[src/rtl/core/csem_pkg.sv]
// Shared constants, codes and types of the counting semaphore block.
package csem_pkg;

    localparam int QUEUE_DEPTH = 16;
    localparam int IDX_W = (QUEUE_DEPTH > 1) ? $clog2(QUEUE_DEPTH) : 1;
    localparam int COUNT_W = $clog2(QUEUE_DEPTH + 1);
    localparam int SEM_W = 17;

    localparam logic signed [SEM_W-1:0] SEM_MAX = 17'sd65535;

    localparam logic [1:0] FUNC_WAIT   = 2'd0;
    localparam logic [1:0] FUNC_SIGNAL = 2'd1;
    localparam logic [1:0] FUNC_TICK   = 2'd2;

    localparam logic [1:0] STATUS_DONE    = 2'd0;
    localparam logic [1:0] STATUS_BLOCKED = 2'd1;
    localparam logic [1:0] STATUS_FULL    = 2'd2;

    localparam logic KIND_REPLY   = 1'b0;
    localparam logic KIND_RELEASE = 1'b1;

    typedef enum logic [1:0] {
        ST_IDLE,
        ST_EXEC,
        ST_WALK,
        ST_REPLY
    } state_t;

    typedef struct packed {
        logic [7:0]  id;
        logic [15:0] ticks;
        logic        untimed;
    } entry_t;

    typedef struct packed {
        logic             en;
        logic [IDX_W-1:0] idx;
        entry_t           entry;
    } queue_wr_t;

endpackage

[src/rtl/core/csem_queue.sv]
// Waiter queue storage: one write port, one read port.
module csem_queue (
    input  logic                      aclk,
    input  csem_pkg::queue_wr_t       wr,
    input  logic [csem_pkg::IDX_W-1:0] rd_idx,
    output csem_pkg::entry_t          rd_entry
);

    csem_pkg::entry_t entries_reg [csem_pkg::QUEUE_DEPTH];
    csem_pkg::entry_t rd_entry_reg;

    always_ff @(posedge aclk) begin
        if (wr.en) begin
            entries_reg[wr.idx] <= wr.entry;
        end
        rd_entry_reg <= entries_reg[rd_idx];
    end

    assign rd_entry = rd_entry_reg;

endmodule

[src/rtl/core/counting_semaphore_timed_wait.sv]
// Top level: counting semaphore with a FIFO of timed waiters.
//
// Input channel s_*: one transfer is one call (wait, signal or timer tick).
// Result channel m_*: each call yields zero or more release transfers
// (tuser=1) in queue order, then one reply transfer (tuser=0, tlast=1).
// Config channel cfg_*: a transfer loads the count and empties the queue;
// write it only while no call is in progress.
// Timing: a call is taken when s_tready is high, then decided in ST_EXEC.
// Calls that touch no queued entry pass from ST_EXEC to ST_REPLY, which puts
// the reply in the output register. Signal with releases and timer ticks
// scan the queue in ST_WALK, one entry per cycle while the output register
// can take a result, through the single entry read port, then go to ST_REPLY.
// s_tready is low from transfer until the reply is in the output register.
// When the receiver stalls, the scan and the reply hold while the output
// register is full; nothing is dropped.
// Reset: count 0, queue empty, no result pending.
module counting_semaphore_timed_wait (
    input  logic        aclk,
    input  logic        aresetn,
    input  logic        s_tvalid,
    output logic        s_tready,
    input  logic [39:0] s_tdata,   // thread_id[7:0], timeout[23:8], count[39:24]
    input  logic [1:0]  s_tuser,   // func[1:0]
    output logic        m_tvalid,
    input  logic        m_tready,
    output logic [31:0] m_tdata,   // released_thread[7:0], return_value[23:8],
                                   // status[25:24], zero fill
    output logic [0:0]  m_tuser,   // kind[0]
    output logic        m_tlast,
    input  logic        cfg_valid,
    output logic        cfg_ready,
    input  logic [15:0] cfg_data
);

    localparam int IDX_W = csem_pkg::IDX_W;
    localparam int COUNT_W = csem_pkg::COUNT_W;
    localparam int SEM_W = csem_pkg::SEM_W;

    csem_pkg::state_t state_reg, state_next;

    logic signed [SEM_W-1:0] sem_reg, sem_next;
    logic [COUNT_W-1:0]      count_reg, count_next;
    logic [COUNT_W-1:0]      i_reg, i_next;
    logic [COUNT_W-1:0]      w_reg, w_next;
    logic [COUNT_W-1:0]      m_reg, m_next;
    logic [1:0]              func_reg;
    logic [7:0]              tid_reg;
    logic [15:0]             tmo_reg;
    logic signed [15:0]      n_reg;
    logic signed [15:0]      rv_reg, rv_next;
    logic [1:0]              status_reg, status_next;

    logic                    out_valid_reg, out_valid_next;
    logic                    out_kind_reg, out_kind_next;
    logic [7:0]              out_tid_reg, out_tid_next;
    logic signed [15:0]      out_rv_reg, out_rv_next;
    logic [1:0]              out_status_reg, out_status_next;
    logic                    out_last_reg, out_last_next;
    logic                    out_load;

    csem_pkg::queue_wr_t     q_wr;
    csem_pkg::entry_t        q_rd;

    logic                    out_free;
    logic                    walk_done;
    logic                    walk_step;
    logic                    is_tick;
    logic                    timed;
    logic                    drop;
    logic signed [SEM_W-1:0] sem_inc;
    logic signed [SEM_W-1:0] sem_sig0;
    logic signed [SEM_W:0]   sem_sum;
    logic [COUNT_W-1:0]      m_min;

    // registered read: address the entry the scan uses next cycle
    csem_queue u_queue (
        .aclk     (aclk),
        .wr       (q_wr),
        .rd_idx   (i_next[IDX_W-1:0]),
        .rd_entry (q_rd)
    );

    assign out_free = !out_valid_reg || m_tready;
    assign walk_done = (i_reg == count_reg);
    assign walk_step = (state_reg == csem_pkg::ST_WALK) && !walk_done && out_free;
    assign is_tick = (func_reg == csem_pkg::FUNC_TICK);
    assign timed = !q_rd.untimed && (q_rd.ticks != 16'd0);
    assign drop = is_tick ? (timed && q_rd.ticks == 16'd1) : (i_reg < m_reg);

    assign sem_inc = (sem_reg < csem_pkg::SEM_MAX) ? sem_reg + 17'sd1 : sem_reg;
    assign sem_sig0 = sem_inc;
    assign sem_sum = $signed({sem_reg[SEM_W-1], sem_reg}) + $signed({2'b00, n_reg});
    assign m_min = (16'(count_reg) < $unsigned(n_reg)) ? count_reg
                                                       : n_reg[COUNT_W-1:0];

    always_comb begin
        state_next = state_reg;
        case (state_reg)
            csem_pkg::ST_IDLE: begin
                if (s_tvalid) state_next = csem_pkg::ST_EXEC;
            end
            csem_pkg::ST_EXEC: begin
                state_next = csem_pkg::ST_REPLY;
                if (func_reg == csem_pkg::FUNC_SIGNAL && !n_reg[15] && count_reg != '0) begin
                    if (n_reg != 16'sd0 || sem_sig0[SEM_W-1] || sem_sig0 == '0) begin
                        state_next = csem_pkg::ST_WALK;
                    end
                end else if (is_tick && count_reg != '0) begin
                    state_next = csem_pkg::ST_WALK;
                end
            end
            csem_pkg::ST_WALK: begin
                if (walk_done) state_next = csem_pkg::ST_REPLY;
            end
            csem_pkg::ST_REPLY: begin
                if (out_free) state_next = csem_pkg::ST_IDLE;
            end
            default: state_next = csem_pkg::ST_IDLE;
        endcase
    end

    always_comb begin
        sem_next = sem_reg;
        count_next = count_reg;
        i_next = i_reg;
        w_next = w_reg;
        m_next = m_reg;
        rv_next = rv_reg;
        status_next = status_reg;
        q_wr = '0;
        out_load = 1'b0;
        out_kind_next = out_kind_reg;
        out_tid_next = out_tid_reg;
        out_rv_next = out_rv_reg;
        out_status_next = out_status_reg;
        out_last_next = out_last_reg;

        case (state_reg)
            csem_pkg::ST_EXEC: begin
                i_next = '0;
                w_next = '0;
                m_next = '0;
                status_next = csem_pkg::STATUS_DONE;
                rv_next = 16'sd0;
                case (func_reg)
                    csem_pkg::FUNC_WAIT: begin
                        if (!sem_reg[SEM_W-1] && sem_reg != '0) begin
                            sem_next = sem_reg - 17'sd1;
                            rv_next = 16'sd1;
                        end else if (count_reg >= COUNT_W'(csem_pkg::QUEUE_DEPTH)) begin
                            rv_next = -16'sd1;
                            status_next = csem_pkg::STATUS_FULL;
                        end else begin
                            sem_next = sem_reg - 17'sd1;
                            q_wr.en = 1'b1;
                            q_wr.idx = count_reg[IDX_W-1:0];
                            q_wr.entry.id = tid_reg;
                            q_wr.entry.ticks = tmo_reg;
                            q_wr.entry.untimed = (tmo_reg == 16'd0);
                            count_next = count_reg + COUNT_W'(1);
                            status_next = csem_pkg::STATUS_BLOCKED;
                        end
                    end
                    csem_pkg::FUNC_SIGNAL: begin
                        if (n_reg[15]) begin
                            rv_next = n_reg;
                        end else if (n_reg == 16'sd0) begin
                            sem_next = sem_sig0;
                            rv_next = 16'sd1;
                            if ((sem_sig0[SEM_W-1] || sem_sig0 == '0) && count_reg != '0) begin
                                m_next = COUNT_W'(1);
                            end
                        end else if (count_reg != '0) begin
                            m_next = m_min;
                            sem_next = sem_reg + $signed(17'(m_min));
                            rv_next = 16'(m_min);
                        end else begin
                            sem_next = (sem_sum > 18'sd65535) ? csem_pkg::SEM_MAX
                                                              : sem_sum[SEM_W-1:0];
                        end
                    end
                    csem_pkg::FUNC_TICK: begin
                        rv_next = 16'sd0;
                    end
                    default: begin
                        rv_next = -16'sd1;
                    end
                endcase
            end
            csem_pkg::ST_WALK: begin
                if (walk_done) begin
                    count_next = w_reg;
                end else if (walk_step) begin
                    i_next = i_reg + COUNT_W'(1);
                    if (drop) begin
                        out_load = 1'b1;
                        out_kind_next = csem_pkg::KIND_RELEASE;
                        out_tid_next = q_rd.id;
                        out_rv_next = is_tick ? 16'sd0 : 16'sd1;
                        out_status_next = csem_pkg::STATUS_DONE;
                        out_last_next = 1'b0;
                        if (is_tick) sem_next = sem_inc;
                    end else begin
                        q_wr.en = 1'b1;
                        q_wr.idx = w_reg[IDX_W-1:0];
                        q_wr.entry.id = q_rd.id;
                        q_wr.entry.untimed = q_rd.untimed;
                        q_wr.entry.ticks = (is_tick && timed) ? q_rd.ticks - 16'd1
                                                              : q_rd.ticks;
                        w_next = w_reg + COUNT_W'(1);
                    end
                end
            end
            csem_pkg::ST_REPLY: begin
                if (out_free) begin
                    out_load = 1'b1;
                    out_kind_next = csem_pkg::KIND_REPLY;
                    out_tid_next = 8'd0;
                    out_rv_next = rv_reg;
                    out_status_next = status_reg;
                    out_last_next = 1'b1;
                end
            end
            default: begin
            end
        endcase

        if (cfg_valid) begin
            sem_next = $signed({1'b0, cfg_data});
            count_next = '0;
        end

        if (out_load) out_valid_next = 1'b1;
        else if (m_tready) out_valid_next = 1'b0;
        else out_valid_next = out_valid_reg;
    end

    always_ff @(posedge aclk) begin
        if (!aresetn) begin
            state_reg <= csem_pkg::ST_IDLE;
            sem_reg <= '0;
            count_reg <= '0;
            out_valid_reg <= 1'b0;
        end else begin
            state_reg <= state_next;
            sem_reg <= sem_next;
            count_reg <= count_next;
            out_valid_reg <= out_valid_next;
        end
    end

    always_ff @(posedge aclk) begin
        if (s_tvalid && s_tready) begin
            func_reg <= s_tuser;
            tid_reg <= s_tdata[7:0];
            tmo_reg <= s_tdata[23:8];
            n_reg <= $signed(s_tdata[39:24]);
        end
        i_reg <= i_next;
        w_reg <= w_next;
        m_reg <= m_next;
        rv_reg <= rv_next;
        status_reg <= status_next;
        out_kind_reg <= out_kind_next;
        out_tid_reg <= out_tid_next;
        out_rv_reg <= out_rv_next;
        out_status_reg <= out_status_next;
        out_last_reg <= out_last_next;
    end

    assign s_tready = (state_reg == csem_pkg::ST_IDLE);
    assign cfg_ready = 1'b1;
    assign m_tvalid = out_valid_reg;
    assign m_tdata = {6'd0, out_status_reg, out_rv_reg, out_tid_reg};
    assign m_tuser = out_kind_reg;
    assign m_tlast = out_last_reg;

`ifndef SYNTHESIS
    a_sem_matches_queue: assert property (@(posedge aclk) disable iff (!aresetn)
        (state_reg == csem_pkg::ST_IDLE && sem_reg[SEM_W-1])
        |-> (-sem_reg == $signed(17'(count_reg))))
        else $error("negative count does not match queued waiters");

    a_count_bound: assert property (@(posedge aclk) disable iff (!aresetn)
        count_reg <= COUNT_W'(csem_pkg::QUEUE_DEPTH))
        else $error("waiter count beyond queue depth");

    a_compact_order: assert property (@(posedge aclk) disable iff (!aresetn)
        (state_reg == csem_pkg::ST_WALK) |-> (w_reg <= i_reg && i_reg <= count_reg))
        else $error("queue scan pointers out of order");

    a_last_is_reply: assert property (@(posedge aclk) disable iff (!aresetn)
        m_tvalid |-> (m_tlast != m_tuser[0]))
        else $error("tlast must mark exactly the reply");
`endif

endmodule

[config.mk]
export PLATFORM = sky130hd
export DESIGN_NAME = counting_semaphore_timed_wait
export DESIGN_NICKNAME = d
export VERILOG_FILES = /design/src/rtl/core/csem_pkg.sv /design/src/rtl/core/csem_queue.sv /design/src/rtl/core/counting_semaphore_timed_wait.sv
export SDC_FILE = /design/constraint.sdc
export NUM_CORES = 1
export LEC_CHECK = 0
export BUFFER_PORTS_ARGS = -buffer_cell sky130_fd_sc_hd__buf_4
export CORE_MARGIN = 5
export CORE_UTILIZATION = 40
export DETAILED_ROUTE_END_ITERATION = 12
export PLACE_DENSITY = 0.63
export SYNTH_ARGS = -nofsm -noshare
export SYNTH_HDL_FRONTEND = slang
export SYNTH_SLANG_ARGS = --single-unit
export TNS_END_PERCENT = 30
[constraint.sdc]
create_clock -name aclk -period 9.3 [get_ports aclk]
set_input_delay 1.395 -clock aclk [delete_from_list [all_inputs] [get_ports aclk]]
set_output_delay 1.395 -clock aclk [all_outputs]
set_load 0.02 [all_outputs]
==> results.py, run 1 <==
metrics = {
    "critical_path": {
        "critPathTopFamily": "buffers and inverters",
        "cp_max_fo": 52,
        "reg2reg_slack_ns": 4.83,
        "end_kind": "flip-flop",
        "path_cells": "inv_1 > ha_1 > inv_2 > or4_1 > nor2_1 > nor3_2 > buf_4 > buf_4 > mux2i_1 > mux2i_1 > mux2i_1 > mux2i_1",
        "crit_type": "reg -> reg",
        "cp_data_required_time_ns": 9.75,
        "cp_slowest_cell": "buf_4",
        "critPathMaxStageDelay_ns": 0.75,
        "cp-start-kind": "flip-flop",
        "cp_common_cell": "mux2i_1",
        "cp.arrival_ns": 4.92,
        "path_buf_inv": 4,
    },
    "timing": {
        "min_period_over_period": 0.481,
        "slew_headroom": 0.158,
        "final.setup.worst_slack_ns": 4.83,
        "final_hold_viol_count": 0,
        "setup_tns_ns": 0,
        "fin_skew_ns": 0.0510,
        "maxSlewViolCount": 0,
        "final.min_clock_period_ns": 4.47,
        "tightest_slew_ns": 1.26,
        "setup_viol": 0,
        "rsz0062_at_grt": "no",
        "worst_hold_slack_ns": 0.526,
        "fmax_mhz": 224,
    },
    "logic_synthesis": {
        "async_reset_ff_frac": 0,
        "synth_top_flop_cell": "edfxtp_1",
        "synth_area_leader_cell": "edfxtp_1",
        "syn_area_um2": 25800,
        "synth_top_area_share": 0.582,
        "synth_edf_count": 499,
        "synthMostInstantiatedCell": "edfxtp_1",
        "synth_common_cells": "edfxtp_1 (499), mux2i_1 (384), nor2_1 (102)",
        "synth.ff_latch_count": 553,
        "ys_warn_count": 0,
        "post_synth_num_cell_types": 95,
        "synth.avg_cell_area_um2": 13.9,
        "yosysSeqAreaShare": 0.624,
        "synthTopCellsByArea": "edfxtp_1 (58%), mux2i_1 (15%), dfxtp_1 (4.2%)",
        "syn_inst": 1853,
    },
    "global_routing": {
        "grt_max_degree": 114,
        "grt_pass1_wl_um": 99600,
        "track_usage": 0.184,
        "grt_pass1_vias": 15937,
        "antenna_found_initial": 0,
        "gr-total-overflow": 0,
    },
    "power_and_ir_drop": {
        "power.total_mw": 7.22,
        "p_leak_nw": 11.4,
        "irDropWorstVdd_mv": 0.169,
        "power_density_nw_per_um2": 245,
    },
    "clocking": {
        "cts_root_buffer": "clkbuf_16",
        "cts_setup_buffers": 0,
        "cts_num_sinks": 553,
        "cts_buffer_depth": 3,
        "cts_tree": "built",
        "cts-resized-gates": 0,
        "cts.clk_slew.worst_paths_ns": 0.06,
        "clk_latency_ns": 0.64,
        "htree_levels": 2,
        "numCtsBuffers": 57,
        "hold_buffers": 0,
    },
    "floorplan": {
        "dieArea_um2": 69600,
        "boundaryPins": 100,
        "coreArea_um2": 64100,
        "rows": 93,
        "fp.dieH_um": 264,
        "die_w_um": 264,
        "start_util": 0.402,
    },
    "placement": {
        "post-place-ws_ns": 4.65,
        "hpwl_um": 40700,
        "gp_congestion": 0.884,
        "placed_cells": 2734,
        "portBuffers": 92,
    },
    "routing": {
        "drt-total-wl_um": 66500,
        "drtAntennaViolNets": 0,
        "drc": 0,
        "drtIter0Drc": 1342,
        "wl_per_cell_um": 23.4,
        "num_vias": 15897,
        "vias_per_cell": 5.60,
        "drt-pass1-iter-count": 8,
    },
    "layout": {
        "largest_register_ffs": 400,
        "area_growth_pct": 14.3,
        "drive_above_1_share": 0.138,
        "final_cells": 2841,
        "fin_nets": 2045,
    },
    "run": {
        "max_cap_viol_count": 0,
    },
    "worst_hold_path": {
        "min_path_type": "reg -> reg",
    },
    "run_status": {
        "status": "completed",
    },
}
==> final timing paths <==
| kind | from | endpoint | cells after the start |
|---|---|---|---|
| setup / recovery | state_reg[0] | u_queue.rd_entry[5] | 12 |
| hold / removal | status_reg[0] | out_status_reg[0] | 1 |
| setup reg to reg | state_reg[0] | u_queue.rd_entry[5] | 12 |
| hold reg to reg | status_reg[0] | out_status_reg[0] | 1 |
==> per-layer routing <==
metal  wire [um]  GRT usage
met1       30900      0.267
met2       30300      0.293
met3        3890     0.0279
met5           0          0
met4        1360     0.0448
==> through the flow <==
| step | area, um2 | util |
|---|---|---|
| after CTS | 29400 | 0.459 |
| after global placement | 27400 | 0.428 |
| after global routing | 29400 | 0.459 |
| after floorplan | 25800 | - |
| after detailed placement | 27400 | 0.428 |
| final | 29400 | 0.459 |
==> cell usage in the layout, fill, tap and decap left out, drive strengths merged, types with 30 or more instances in the layout <==
cell type	Yosys	final
a21oi	58	58
inv	39	41
a22oi	30	30
xor2	33	33
ha	42	42
buf	72	129
xnor2	33	33
nand3	36	36
edfxtp	499	499
dfxtp	54	54
nor2	104	104
mux2i	384	384
nand2	71	71
o21ai	54	54
clkbuf	36	70
==> layout make-up <==
type / count / area [um2]
Inverter: 40 / 153
Timing Repair Buffer: 129 / 981
Antenna cell: 1 / 2.50
Multi-Input combinational cell: 1157 / 9160
Tap cell: 855 / 1070
Clock buffer: 70 / 1530
Clock inverter: 36 / 475
Fill cell: 5587 / 34700
Sequential cell: 553 / 16100
==> kinds of logic after synthesis <==
logic type | Yosys count | synth area share
AOI/OAI and AO/OA | 289 | 0.0785
xor gates and xnor gates | 66 | 0.0224
adders and majority gates | 44 | 0.0220
buffers and inverters | 148 | 0.0283
DFF | 553 | 0.624
muxes | 388 | 0.151
other | 2 | 0.000292
and+or+nand+nor | 363 | 0.0738
==> report_power, final <==
part           internal [mW]  switching (mW)
sequential              2.92           0.184
combinational          0.663            1.06
clock                   1.42           0.975
(Power assumes the default switching activity.)
==> run 2, diff against run 1 <==
--- a/config.mk
+++ b/config.mk
@@ -5,6 +5,7 @@
 export SDC_FILE = /design/constraint.sdc
 export NUM_CORES = 1
 export LEC_CHECK = 0
+export ABC_AREA = 1
 export BUFFER_PORTS_ARGS = -buffer_cell sky130_fd_sc_hd__buf_4
 export CORE_MARGIN = 5
 export CORE_UTILIZATION = 40
==> constraint.sdc (replaced) <==
create_clock -name aclk -period 4.6 [get_ports aclk]
set_input_delay 0.69 -clock aclk [delete_from_list [all_inputs] [get_ports aclk]]
set_output_delay 0.69 -clock aclk [all_outputs]
set_load 0.02 [all_outputs]
==> results.py, run 2 <==
metrics = {
    "critical_path": {
        "end_kind": "flip-flop",
        "cp_data_required_time_ns": 5.15,
        "crit_type": "reg -> reg",
        "cp-start-kind": "flip-flop",
        "cp_max_fo": 10,
        "cp.arrival_ns": 4.32,
    },
    "logic_synthesis": {
        "yosysSeqAreaShare": 0.587,
        "synthTopCellsByArea": "edfxtp_1 (55%), nand2_1 (10%), nand3_1 (7.0%)",
        "async_reset_ff_frac": 0,
        "post_synth_num_cell_types": 48,
        "synth_common_cells": "nand2_1 (759), edfxtp_1 (499), inv_1 (421)",
        "synth_top_flop_cell": "edfxtp_1",
        "synth.ff_latch_count": 553,
        "synth_edf_count": 499,
        "synthMostInstantiatedCell": "nand2_1",
        "synth.avg_cell_area_um2": 9.23,
        "syn_area_um2": 27400,
        "synth_area_leader_cell": "edfxtp_1",
        "syn_inst": 2964,
        "synth_top_area_share": 0.548,
        "ys_warn_count": 0,
    },
    "global_routing": {
        "grt_pass1_vias": 19713,
        "track_usage": 0.207,
        "grt_max_degree": 121,
        "antenna_found_initial": 0,
        "gr-total-overflow": 0,
        "grt_pass1_wl_um": 119000,
    },
    "layout": {
        "area_growth_pct": 14.7,
        "n_antenna_cell": 0,
        "n_fill_cell": 6362,
        "mostFrequentLayoutCells": "nand2_1 (756), edfxtp_1 (499), inv_1 (420)",
        "fin_nets": 3165,
        "drive_above_1_share": 0.0982,
        "final_common_cell": "nand2_1",
        "largest_register_ffs": 400,
    },
    "run_status": {
        "status": "completed",
    },
    "placement": {
        "gp_congestion": 0.938,
        "portBuffers": 92,
        "hpwl_um": 48400,
    },
    "clocking": {
        "cts-resized-gates": 0,
        "cts_buffer_depth": 3,
        "cts_root_buffer": "clkbuf_16",
        "hold_buffers": 0,
        "numCtsBuffers": 60,
        "clk_latency_ns": 0.63,
        "cts.clk_slew.worst_paths_ns": 0.06,
        "cts_tree": "built",
        "cts_num_sinks": 553,
        "htree_levels": 2,
        "cts_setup_buffers": 0,
    },
    "timing": {
        "setup_tns_ns": 0,
        "setup_viol": 0,
        "fin_skew_ns": 0.0215,
        "fmax_mhz": 265,
        "min_period_over_period": 0.819,
        "rsz0062_at_grt": "no",
        "slew_headroom": 0.289,
        "maxSlewViolCount": 0,
        "final.min_clock_period_ns": 3.77,
        "final_hold_viol_count": 0,
        "tightest_slew_ns": 1.07,
        "worst_hold_slack_ns": 0.239,
    },
    "power_and_ir_drop": {
        "p_int_mw": 10.7,
        "comb_power_share": 0.327,
        "p_leak_nw": 13.2,
        "switching_share": 0.375,
        "pwr-share-seq": 0.382,
        "irDropWorstVdd_mv": 0.319,
        "switchingPower_mw": 6.43,
        "pwr-share-clk": 0.291,
        "power.total_mw": 17.2,
        "power_density_nw_per_um2": 547,
    },
    "floorplan": {
        "die_w_um": 272,
        "rows": 95,
        "start_util": 0.405,
        "boundaryPins": 100,
        "coreArea_um2": 67500,
        "dieArea_um2": 73700,
        "fp.dieH_um": 272,
    },
    "routing": {
        "vias_per_cell": 5.18,
        "drt-total-wl_um": 78300,
        "wl_met2_um": 37500,
        "drt-pass1-iter-count": 5,
        "top_layer_used": "met4",
        "num_vias": 20632,
        "m1WireLength_um": 33900,
        "drtIter0Drc": 2018,
        "drtAntennaViolNets": 0,
        "met3_length_um": 5050,
        "wl_per_cell_um": 19.7,
        "drc": 0,
    },
    "run": {
        "max_cap_viol_count": 0,
    },
    "worst_hold_path": {
        "min_path_type": "in -> reg",
    },
}
## run 2: changes by cell type in the layout (fill, tap and decap cells not counted), sizes merged, moves of 29 or more
cell	previous run	this run
nand2	71	763
nand3	36	385
mux2i	384	0
o21ai	54	89
a21oi	58	111
inv	41	430
nor2	104	200
nand3b	2	104
a22oi	30	1
buf	129	169
## run 2: final timing paths
check	start	endpoint	slack (ns)	depth (start not counted)
max	n_reg[1]	sem_reg[8]	0.83	21
min reg2reg	rv_reg[7]	out_rv_reg[7]	0.49	2
max reg2reg	n_reg[1]	sem_reg[8]	0.83	21
min	s_tdata[5]	tid_reg[5]	0.24	1
## run 2: cell families (layout without fill, tap and decap cells)
family	Yosys count	in the layout	share of synthesized area
AOI/OAI and AO/OA	250	250	0.0505
xor gates and xnor gates	31	31	0.00992
adders and majority gates	44	44	0.0207
buffers and inverters	572	710	0.0862
DFF	553	553	0.587
other	2	7	0.000275
and+or+nand+nor	1512	1512	0.245
## run 2: critical path, stage by stage (launching register included)
cell and delay (ns):
edfxtp_1 0.39, inv_1 0.21, ha_1 0.28, o21ai_0 0.07, nand2_1 0.07, nand3_1 0.07
a21boi_0 0.08, o21ai_1 0.44, o21ai_0 0.23, ha_1 0.28, fa_1 0.43, nand3_1 0.09
nand3_1 0.16, nand2_1 0.10, nand2_1 0.05, nand2_1 0.08, nor2_1 0.04, o21ai_0 0.25
o211ai_1 0.13, nand2_1 0.08, nand2_1 0.05, a21oi_1 0.13
## run 2: area by class of cell
cell class	count	area, um2	area share
sequential	553	16100	0.512
inverter	430	1610	0.0514
multi-input combinational	1844	9120	0.290
clock buffer	76	1620	0.0517
clock inverter	35	424	0.0135
timing repair buffer	169	1460	0.0464
tap	873	1090	0.0348
## run 2: metrics by stage
stage | instance area, um2 | setup slack [ns] | utilization | std cells
after floorplan | 27400 | 0.782 | - | 2969
after global placement | 29300 | 1.00 | 0.435 | 3869
after detailed placement | 29300 | 0.905 | 0.435 | 3869
after CTS | 31400 | 0.856 | 0.465 | 3980
after global routing | 31400 | 0.490 | 0.465 | 3980
final | 31400 | 0.831 | 0.465 | 3980
## run 2: power groups by stage
| stage | Sequential (mW) | Clock (mW) | Combinational (mW) |
|---|---|---|---|
| 2_1_floorplan | 6.52 | 0 | 3.90 |
| 3_3_place_gp | 6.64 | 0 | 5.56 |
| 3_5_place_dp | 6.65 | 0 | 5.56 |
| 4_1_cts | 6.55 | 5.08 | 5.60 |
| 5_1_grt | 6.59 | 5.30 | 6.24 |
| 6_report | 6.55 | 5.00 | 5.61 |
## run 2: per-layer routing
| layer | vias up | GRT usage |
|---|---|---|
| met5 | - | 0 |
| met2 | 752 | 0.347 |
| met3 | 117 | 0.0280 |
| met4 | 0 | 0.0531 |
| li1 | 10025 | - |
| met1 | 9738 | 0.286 |
